<file path="src/ilid_pkg.sv">
// Shared types and constants for the indexed list insert/delete unit.
`default_nettype none
package ilid_pkg;

    // Widest position the cell row ever sees (capacity up to 1024).
    localparam int MAX_IDX_W = 10;
    localparam int DATA_W    = 32;

    localparam logic [2:0] CMD_READ   = 3'd0;
    localparam logic [2:0] CMD_FRONT  = 3'd1;
    localparam logic [2:0] CMD_APPEND = 3'd2;
    localparam logic [2:0] CMD_INSERT = 3'd3;
    localparam logic [2:0] CMD_DELETE = 3'd4;

    localparam logic [1:0] ST_DONE    = 2'd0;
    localparam logic [1:0] ST_IGNORED = 2'd1;
    localparam logic [1:0] ST_FULL    = 2'd2;

    localparam logic signed [DATA_W-1:0] ALL_ONES = -32'sd1;

    typedef enum logic [1:0] {
        OP_NONE,
        OP_INSERT,
        OP_DELETE
    } t_ilid_op;

    typedef struct packed {
        logic [2:0]               cmd;
        logic [6:0]               position;
        logic signed [DATA_W-1:0] value_in;
    } t_ilid_item;

    typedef struct packed {
        logic signed [DATA_W-1:0] value_out;
        logic                     hit;
        logic [6:0]               count;
        logic [1:0]               status;
    } t_ilid_result;

    // Broadcast to every cell in the row.
    typedef struct packed {
        t_ilid_op                 op;
        logic [MAX_IDX_W-1:0]     pos;
        logic signed [DATA_W-1:0] value;
    } t_ilid_ctl;

endpackage
`default_nettype wire

</file>
<file path="src/ilid_cell.sv">
// One list slot: holds an entry and shifts with its neighbors on insert/delete.
`default_nettype none
module ilid_cell #(
    parameter int IDX = 0
) (
    input  wire                                  i_clk,
    input  wire ilid_pkg::t_ilid_ctl             i_ctl,
    input  wire logic signed [ilid_pkg::DATA_W-1:0] i_left,
    input  wire logic signed [ilid_pkg::DATA_W-1:0] i_right,
    output logic signed [ilid_pkg::DATA_W-1:0]   o_value
);

    localparam logic [ilid_pkg::MAX_IDX_W-1:0] MY_IDX = ilid_pkg::MAX_IDX_W'(IDX);

    logic signed [ilid_pkg::DATA_W-1:0] r_value;
    logic signed [ilid_pkg::DATA_W-1:0] n_value;

    always_comb begin
        n_value = r_value;
        unique case (i_ctl.op)
            ilid_pkg::OP_INSERT: begin
                if (MY_IDX > i_ctl.pos) begin
                    n_value = i_left;
                end else if (MY_IDX == i_ctl.pos) begin
                    n_value = i_ctl.value;
                end
            end
            ilid_pkg::OP_DELETE: begin
                if (MY_IDX >= i_ctl.pos) begin
                    n_value = i_right;
                end
            end
            ilid_pkg::OP_NONE: begin
                n_value = r_value;
            end
            default: begin
                n_value = r_value;
            end
        endcase
    end

    // Payload only, no reset.
    always_ff @(posedge i_clk) begin
        r_value <= n_value;
    end

    assign o_value = r_value;

endmodule
`default_nettype wire

</file>
<file path="config.mk">
export PLATFORM = sky130hd
export DESIGN_NAME = ilid_cell
export DESIGN_NICKNAME = d
export VERILOG_FILES = /design/src/ilid_pkg.sv /design/src/ilid_cell.sv
export SDC_FILE = /design/constraint.sdc
export NUM_CORES = 1
export LEC_CHECK = 0
export BUFFER_PORTS_ARGS = -buffer_cell sky130_fd_sc_hd__buf_2
export CORE_MARGIN = 2
export CORE_UTILIZATION = 33
export DETAILED_ROUTE_END_ITERATION = 10
export HOLD_SLACK_MARGIN = 0.1
export PLACE_DENSITY = 0.73
export SYNTH_ARGS = -nofsm -noshare
export SYNTH_HDL_FRONTEND = slang
export SYNTH_SLANG_ARGS = --single-unit
</file>
<file path="constraint.sdc">
create_clock -name i_clk -period 2 [get_ports i_clk]
set_input_delay 0.4 -clock i_clk [delete_from_list [all_inputs] [get_ports i_clk]]
set_output_delay 0.4 -clock i_clk [all_outputs]
set_load 0.005 [all_outputs]
</file>
# Word-level counts from Yosys, hierarchy flattened
# Index checks and enable logic that the tools add are counted.
dict set report totals {
  regBits 32
  inputBits 109
  out_inout_bits 32
}
dict set report classes {
  n_lt_le_gt_ge 2
  eq_ne 4
  muxes 4
  reduce_logical 3
}
# cell count
set ops {}
lappend ops {{$mux W32} 3}
lappend ops {{$pmux W32 S2} 1}
lappend ops {{$ge A1 B10 Y1 const A} 1}
lappend ops {{$gt A1 B10 Y1 const A} 1}
lappend ops {{$logic_not A10 Y1} 1}
lappend ops {{$ne A3 B3 Y1 const B} 1}
lappend ops {{$reduce_and A3 Y1} 1}
lappend ops {{$eq A2 B1 Y1 const B} 1}
lappend ops {{$eq A2 B2 Y1 const B} 1}
lappend ops {{$ne A2 B2 Y1 const B} 1}
lappend ops {{$reduce_bool A2 Y1} 1}

# Depth between registers and ports, before layout
# Gate-level depths: netlist of run 1.
dict set report depth {
  ltp_word 4
  mapped_depth 4
  depth_no_buf 2
}

# Worst setup path before layout of run 1
# OpenSTA, ideal clock, no wires.
dict set report synth_timing {
  path_kind {in2reg}
  from {input i_ctl[39] in the netlist's numbering}
  to {register r_value (netlist bit o_value[0]), enable pin}
  setup_ps 391
  arrival_ps 1521
  t_required_ps 1609
  path_slack_ps 88
  stages 2
  path_cell_list {nor4_1 > and4_1}
}
dict set report synth_between {
  elab_chain_cells 3
}
# element line
set synth_rtl {}
lappend synth_rtl {{start, declared} ilid_cell.sv:7} ;# input wire ilid_pkg::t_ilid_ctl i_ctl,
lappend synth_rtl {{$gt A1 B10 Y1 (tied with other cells)} ilid_cell.sv:22} ;# if (MY_IDX > i_ctl.pos) begin
lappend synth_rtl {{$ne A3 B3 Y1 (no source line) or $ne A2 B2 Y1 (tied branches)} n/a}
lappend synth_rtl {{$reduce_and A3 Y1 (no source line) (*)} n/a}
lappend synth_rtl {{end signal, assigned} ilid_cell.sv:44} ;# r_value <= n_value;
lappend synth_rtl {{end, declared} ilid_cell.sv:15} ;# logic signed [ilid_pkg::DATA_W-1:0] r_value;
# Every way passes the cells marked *; elsewhere a longest branch is shown, timed or not.
# A chain may end at the register's enable or synchronous reset.

# Final worst setup path of run 1
dict set report layout_timing {
  from {input i_ctl[39] in the netlist's numbering}
  to {register r_value (netlist bit o_value[30]), enable pin}
}
# The elaborated chain is that of the path after synthesis.

==> impl_metrics.yaml, run 1 <==
setup_path:
  slowest_stage: "and4_1"
  required_ns: 1.97
  worstPathCellList: "buf_2 -> nor4_1 -> and4_1 -> buf_12"
  critPathMaxFanout: 32
  crit_path_end_kind: "flop"
  slowest_delay_ns: 0.28
  startpoint_type: "input port"
  setup.worst_path.class: "in2reg"
  cp-startpoint: "i_ctl[39]"
  crit_arrival_ns: 1.26
cts:
  path_clk_slew_ns: 0.06
  clk_path_buf_depth: 2
  cts_resized: 0
  cts_made_buffers: 5
  postCtsHoldBufs: 0
  root_buffer: "clkbuf_8"
  cts.sinks: 32
  post-cts-setup-buffers: 0
  cts_tree: "yes"
  cts_htree_levels: 2
yosys:
  yosysMostFrequentCell: "edfxtp_1"
  synthCells: 74
  synth_warnings: 0
  ys_top_cells_by_count: "edfxtp_1, mux2_4, buf_12, mux2_2, nor4_1"
  synth-main-ff-cell: "edfxtp_1"
  avgSynthCellArea_um2: 20.98
  ys_seq_area_share_pct: 61.89
  async_reset_ff_share_pct: 0
  yosys.cell_types.count: 10
  netlist_area_mm2: 0.001553
  synth_area_leaders: "edfxtp_1, mux2_4, buf_12"
  syn_nets: 183
  synth_edf_count: 32
  synth_area_leader_cell: "edfxtp_1"
  synth-seq-cells: 32
  synth_top_area_share_pct: 61.89
power_and_ir_drop:
  p_leak_nw: 1.032
  power_density_mw_per_mm2: 674.2
  max-vdd-ir-drop_uv: 268.3
global_routing:
  antenna_found_initial: 0
  first_global_vias: 1042
  grt_max_degree: 33
  grt_use_total_pct: 11.67
  globalRouteOverflowTotal: 0
  grt_pass1_wl_um: 4464
detailed_routing:
  wirelength_um: 3165
  vias: 1060
  routedWlPerCell_um: 13.19
  dr.first_iter.drc_count: 53
  viasPerCell: 4.417
  dr.pass1.iters: 4
  drc: 0
  antenna_left: 0
job:
  drv_cap: 0
sta:
  rsz0062_at_grt: "false"
  max-slew-margin-rel_pct: 83.76
  period_minus_slack_ns: 1.286
  fmax_mhz: 777.7
  setup_viol: 0
  finalSetupTns_ns: 0
  hold_viol: 0
  period_share_pct: 64.29
  maxSlewViolCount: 0
  worstMarginPinSlew_ns: 0.2436
floorplan:
  core.rowCount: 24
  die_area_mm2: 0.005270
  core_mm2: 0.004444
  start_util_pct: 34.94
  io_pins: 141
  die_y_um: 72.60
  die_w_um: 72.60
finish:
  n_antenna_cell: 0
  fin_area_mm2: 0.002233
  finalNetCount: 296
  instances_no_fill: 240
  largest_reg_flops: 32
  layout-area-overhead-vs-synth_pct: 43.84
  drive_gt1_share_pct: 79.26
  utilization_pct: 50.25
status:
  status: "completed"
worst_hold_path:
  min_path_type: "in2reg"
  hold_end: "o_value[22]"
  hold_start: "i_right[22]"
  whs_path_depth: 2
placement:
  place_area_mm2: 0.002127
  port_buffers: 108
  placed_cells: 232
  routabilityCongestion: 0.7032
per-stage QoR:
step           power [mW]  worst slack, ns  hold WS (ns)
6_report            1.506           0.7142        0.4220
5_1_grt             1.571           0.6199        0.4087
4_1_cts             1.537           0.7060        0.4094
3_5_place_dp       0.9462           0.4147        0.7032
3_3_place_gp       0.9404           0.4550        0.6999
2_1_floorplan      0.8724          0.08754        0.6175
how the worst max path moves through the flow:
stage | cells after the start | end
after detailed placement | 4 | o_value[29]
after floorplan | 2 | o_value[0]
after global routing | 4 | o_value[23]
after CTS | 4 | o_value[30]
after global placement | 4 | o_value[19]
final | 4 | o_value[30]
kinds of logic (layout without fill, tap and decap cells):
kind of cell           after synthesis  after routing  synth area share [%]
XOR/XNOR                             1              1                0.5642
AND/OR/NAND/NOR                      5              5                 2.498
buffers and inverters                4            118                 4.593
flip-flops                          32             32                 61.89
multiplexers                        32             32                 30.46
power breakdown:
group,switching [mW],internal [mW]
clock,0.214,0.362
combinational,0.0546,0.132
sequential,0.0000995,0.743
critical path: cells and delay by family:
| kind | cells | cell delay, ns |
|---|---|---|
| simple gates | 2 | 0.54 |
| buf+inv | 2 | 0.31 |
layout by cell type, fill, tap and decap left out:
cell type    n
and4_1       1
buf_12       2
buf_2      108
bufinv_16    1
clkbuf_8     5
clkinv_1     2
edfxtp_1    32
mux2_2       2
mux2_4      30
nor2_1       1
nor2b_4      1
nor4_1       2
xor2_1       1
layer usage:
metal  routed length (um)  track usage, %  vias up
met3                  278           3.039        5
li1                     -               -      514
met2                 1728           23.33       68
met4                   64           7.407        0
met1                 1093           9.840      473
met5                    0               0        -
layout make-up:
type,instances,area (um2)
repair buffers,110,580.6
clock inverters,3,37.54
clock buffers,5,68.82
flip-flops and latches,32,960.9
multi-input cells,38,520.5
fillers,387,2211
well taps,52,65.06
No activity file was read; power rests on OpenSTA's default activity.
==> inputs of run 2 (changes only) <==
- clock period: 2 -> 1.1 ns (I/O delays scaled with it)
==> run 2 against run 1 <==
Cell count is 2.1% higher. Clock power is 86% higher. Power grew 85%. Via count grew 1.7%. Flip-flop and latch count stayed put. Critical path depth unchanged. Core utilization up 3.4 points. First-iteration DRC count decreased by 26%. Critical path type unchanged. Largest power group unchanged.
==> impl_metrics.yaml, run 2 (synthesized netlist as in run 1, its figures left out) <==
setup_path:
  required_ns: 1.10
  crit_path_end_kind: "flop"
  crit_arrival_ns: 1.09
  startpoint_type: "input port"
  critPathMaxFanout: 6
  setup.worst_path.class: "in2reg"
  cp-startpoint: "i_ctl[35]"
sta:
  worstMarginPinSlew_ns: 0.1872
  hold_viol: 0
  maxSlewViolCount: 0
  fin_ws_ns: 0.01017
  max-slew-margin-rel_pct: 87.42
  finalSetupTns_ns: 0
  setup_viol: 0
  period_minus_slack_ns: 1.090
  hold_ws_ns: 0.2419
  fmax_mhz: 917.6
  period_share_pct: 99.08
global_routing:
  grt_max_degree: 25
  first_global_vias: 1018
  globalRouteOverflowTotal: 0
  antenna_found_initial: 0
  grt_pass1_wl_um: 4485
  grt_use_total_pct: 11.40
detailed_routing:
  dr.pass1.iters: 3
  wirelength_um: 3288
  dr.first_iter.drc_count: 39
  viasPerCell: 4.400
  routedWlPerCell_um: 13.42
  vias: 1078
  drc: 0
  antenna_left: 0
finish:
  register_area_um2: 960.9
  n_antenna_cell: 0
  drive_gt1_share_pct: 81.87
  finalNetCount: 301
  fin_area_mm2: 0.002385
  instances_no_fill: 245
  fillCellCount: 385
  largest_reg_flops: 32
  final_common_cell: "buf_2"
  mostFrequentLayoutCells: "buf_2, edfxtp_1, mux2_4"
  layout-area-overhead-vs-synth_pct: 53.59
  multi_input_area_um2: 553.0
  utilization_pct: 53.66
placement:
  placed_cells: 234
  place_area_mm2: 0.002178
  place_hpwl_um: 2519
  routabilityCongestion: 0.6854
  port_buffers: 108
  pre_cts_slack_ns: -0.2499
power_and_ir_drop:
  finalPower_mw: 2.793
  max-vdd-ir-drop_uv: 454.1
  power_density_mw_per_mm2: 1171
  p_leak_nw: 1.090
floorplan:
  die_area_mm2: 0.005270
  io_pins: 141
  core.rowCount: 24
  die_y_um: 72.60
  die_w_um: 72.60
  start_util_pct: 34.94
  core_mm2: 0.004444
cts:
  cts_made_buffers: 5
  root_buffer: "clkbuf_8"
  path_clk_slew_ns: 0.06
  cts.sinks: 32
  post-cts-setup-buffers: 0
  clk_path_buf_depth: 2
  cts_tree: "yes"
  cts_htree_levels: 2
worst_hold_path:
  hold_end: "o_value[12]"
  whs_path_depth: 2
  min_path_type: "in2reg"
  hold_start: "i_right[12]"
job:
  drv_cap: 0
status:
  status: "completed"
[run 2: how the worst max path moves through the flow]
stage | endpoint | slack [ns] | cells after the start
4_1_cts | o_value[3] | 0.05 | 4
3_5_place_dp | o_value[9] | -0.25 | 4
6_report | o_value[25] | 0.01 | 4
5_1_grt | o_value[18] | -0.003 | 4
2_1_floorplan | o_value[0] | -0.17 | 2
3_3_place_gp | o_value[9] | -0.23 | 4
[run 2: worst max-delay path, cell delays in order]
cell and delay, ns:
buf_6 0.09, nor4_4 0.25, and4_4 0.34, clkbuf_16 0.17
[run 2: power breakdown]
group	internal, mW	leakage (nW)	total (mW)	switching, mW
logic	0.259	0.747	0.368	0.110
clock network	0.671	0.0552	1.07	0.402
registers	1.35	0.287	1.35	0.000166
[run 2: final cells by class]
cell class | instances | area share (%)
clock inverters | 2 | 1.469
multi-input cells | 38 | 23.19
repair buffers | 115 | 29.28
well taps | 52 | 2.728
flip-flops and latches | 32 | 40.29
clock buffers | 6 | 3.043
[run 2: metal layers]
metal	track usage, %	vias up	routed length, um
met4	4.938	0	58
met2	19.90	73	1629
met5	0	-	0
met3	4.558	6	358
met1	12.12	474	1242
li1	-	525	-
[run 2: repair_timing]
action	4_1_cts	5_1_grt
resized for setup	0	6
hold buffers	0	0
setup endpoints to repair	0	24
==> inputs of run 3 (changes only) <==
- PLACE_DENSITY: 0.73 -> default
- PLACE_DENSITY_LB_ADDON: default -> 0.3
==> run 3 against run 2 <==
Setup slack improved by 0.010 ns. Power fell by 10%. Cell count fell by 0.82%. Critical path depth did not move. Routed wire length rose by 6.8%. Core utilization fell by 1.4 points. Critical endpoint is now o_value[13]. Highest routed layer unchanged.
==> impl_metrics.yaml, run 3 (synthesized netlist as in run 1, its figures left out) <==
global_routing:
  grt_pass1_wl_um: 4871
  first_global_vias: 1045
  grt_max_degree: 21
  grt_use_total_pct: 12.77
  antenna_found_initial: 0
  globalRouteOverflowTotal: 0
floorplan:
  core_mm2: 0.004444
  core.rowCount: 24
  start_util_pct: 34.94
  die_area_mm2: 0.005270
  die_w_um: 72.60
  io_pins: 141
  die_y_um: 72.60
sta:
  worstMarginPinSlew_ns: 0.2131
  period_share_pct: 98.13
  finalSetupTns_ns: 0
  maxSlewViolCount: 0
  fin_ws_ns: 0.02055
  hold_ws_ns: 0.2465
  fmax_mhz: 926.4
  hold_viol: 0
  max-slew-margin-rel_pct: 85.79
  setup_viol: 0
  period_minus_slack_ns: 1.079
  rsz0062_at_grt: "true"
detailed_routing:
  antenna_left: 0
  wirelength_um: 3512
  viasPerCell: 4.440
  wl_met2_um: 1958
  drc: 0
  vias: 1079
  met3WireLength_um: 286
  routedWlPerCell_um: 14.45
  dr.first_iter.drc_count: 68
  top_layer_used: "met4"
  wl_met1_um: 1193
  dr.pass1.iters: 4
finish:
  final_common_cell: "buf_2"
  register_area_um2: 960.9
  multi_input_area_um2: 553.0
  drive_gt1_share_pct: 81.15
  finalNetCount: 300
  largest_reg_flops: 32
  n_antenna_cell: 0
  mostFrequentLayoutCells: "buf_2, edfxtp_1, mux2_4"
  fillCellCount: 421
  layout-area-overhead-vs-synth_pct: 49.72
setup_path:
  slowest_stage: "and4_4"
  cpLargestDelayFamily: "simple AND/OR/NAND/NOR gates"
  setup.worst_path.class: "in2reg"
  critPathMaxFanout: 5
  path_depth: 4
  cp-endpoint: "o_value[13]"
  cp-startpoint: "i_ctl[38]"
  crit_arrival_ns: 1.07
  startpoint_type: "input port"
  crit_path_end_kind: "flop"
  slowest_delay_ns: 0.34
  worstPathCellList: "buf_6 -> nor4_4 -> and4_4 -> clkbuf_16"
  cp.buffers_inverters: 2
  required_ns: 1.09
cts:
  cts_htree_levels: 2
  clk_path_buf_depth: 2
  cts_made_buffers: 5
  postCtsHoldBufs: 0
  cts.sinks: 32
  cts_tree: "yes"
  root_buffer: "clkbuf_8"
  path_clk_slew_ns: 0.06
power_and_ir_drop:
  power_density_mw_per_mm2: 1078
  max-vdd-ir-drop_uv: 483.3
  p_leak_nw: 1.061
job:
  drv_cap: 0
status:
  status: "completed"
placement:
  pre_cts_slack_ns: -0.2586
  port_buffers: 108
  routabilityCongestion: 0.7564
worst_hold_path:
  hold_start: "i_ctl[23]"
  min_path_type: "in2reg"
==> run 3: how the worst min path moves through the flow <==
stage               depth (start not counted)          end  slack [ns]
global route                                2  o_value[28]        0.23
floorplan                                   1  o_value[10]        0.44
CTS                                         2  o_value[23]        0.24
global placement                            2  o_value[22]        0.52
finish                                      2  o_value[23]        0.25
detailed placement                          2  o_value[23]        0.52
==> run 3: power breakdown <==
part | internal (mW) | leakage [nW] | switching, mW
Combinational | 0.254 | 0.735 | 0.113
Clock | 0.416 | 0.0391 | 0.371
Sequential | 1.35 | 0.287 | 0.000181
Total | 2.02 | 1.06 | 0.484
==> run 3: stage by stage <==
step | util (%) | cells | instance area [um2] | power [mW]
floorplan | - | 74 | 1577 | 1.589
global placement | 49.01 | 234 | 2178 | 1.719
detailed placement | 49.01 | 234 | 2178 | 1.734
CTS | 50.73 | 241 | 2255 | 2.525
global route | 52.31 | 243 | 2325 | 2.613
finish | 52.31 | 243 | 2325 | 2.505
==> run 3: area by class of cell <==
cell class | count | area share (%)
multi-input combinational | 38 | 23.79
clock buffer | 5 | 2.960
tap | 52 | 2.799
sequential | 32 | 41.33
timing repair buffer | 114 | 28.79
clock inverter | 2 | 0.3229
==> run 3: repair_timing <==
action | 4_1_cts | 5_1_grt
hold endpoints to repair | 0 | 0
setup endpoints to repair | 0 | 20
setup buffers | 0 | 0
gates resized for setup | 0 | 5
==> run 3: per-layer routing <==
metal | vias up | track usage (%)
li1 | 521 | -
met1 | 492 | 11.68
met2 | 58 | 24.04
met3 | 8 | 4.972
met4 | 0 | 6.584
met5 | - | 0
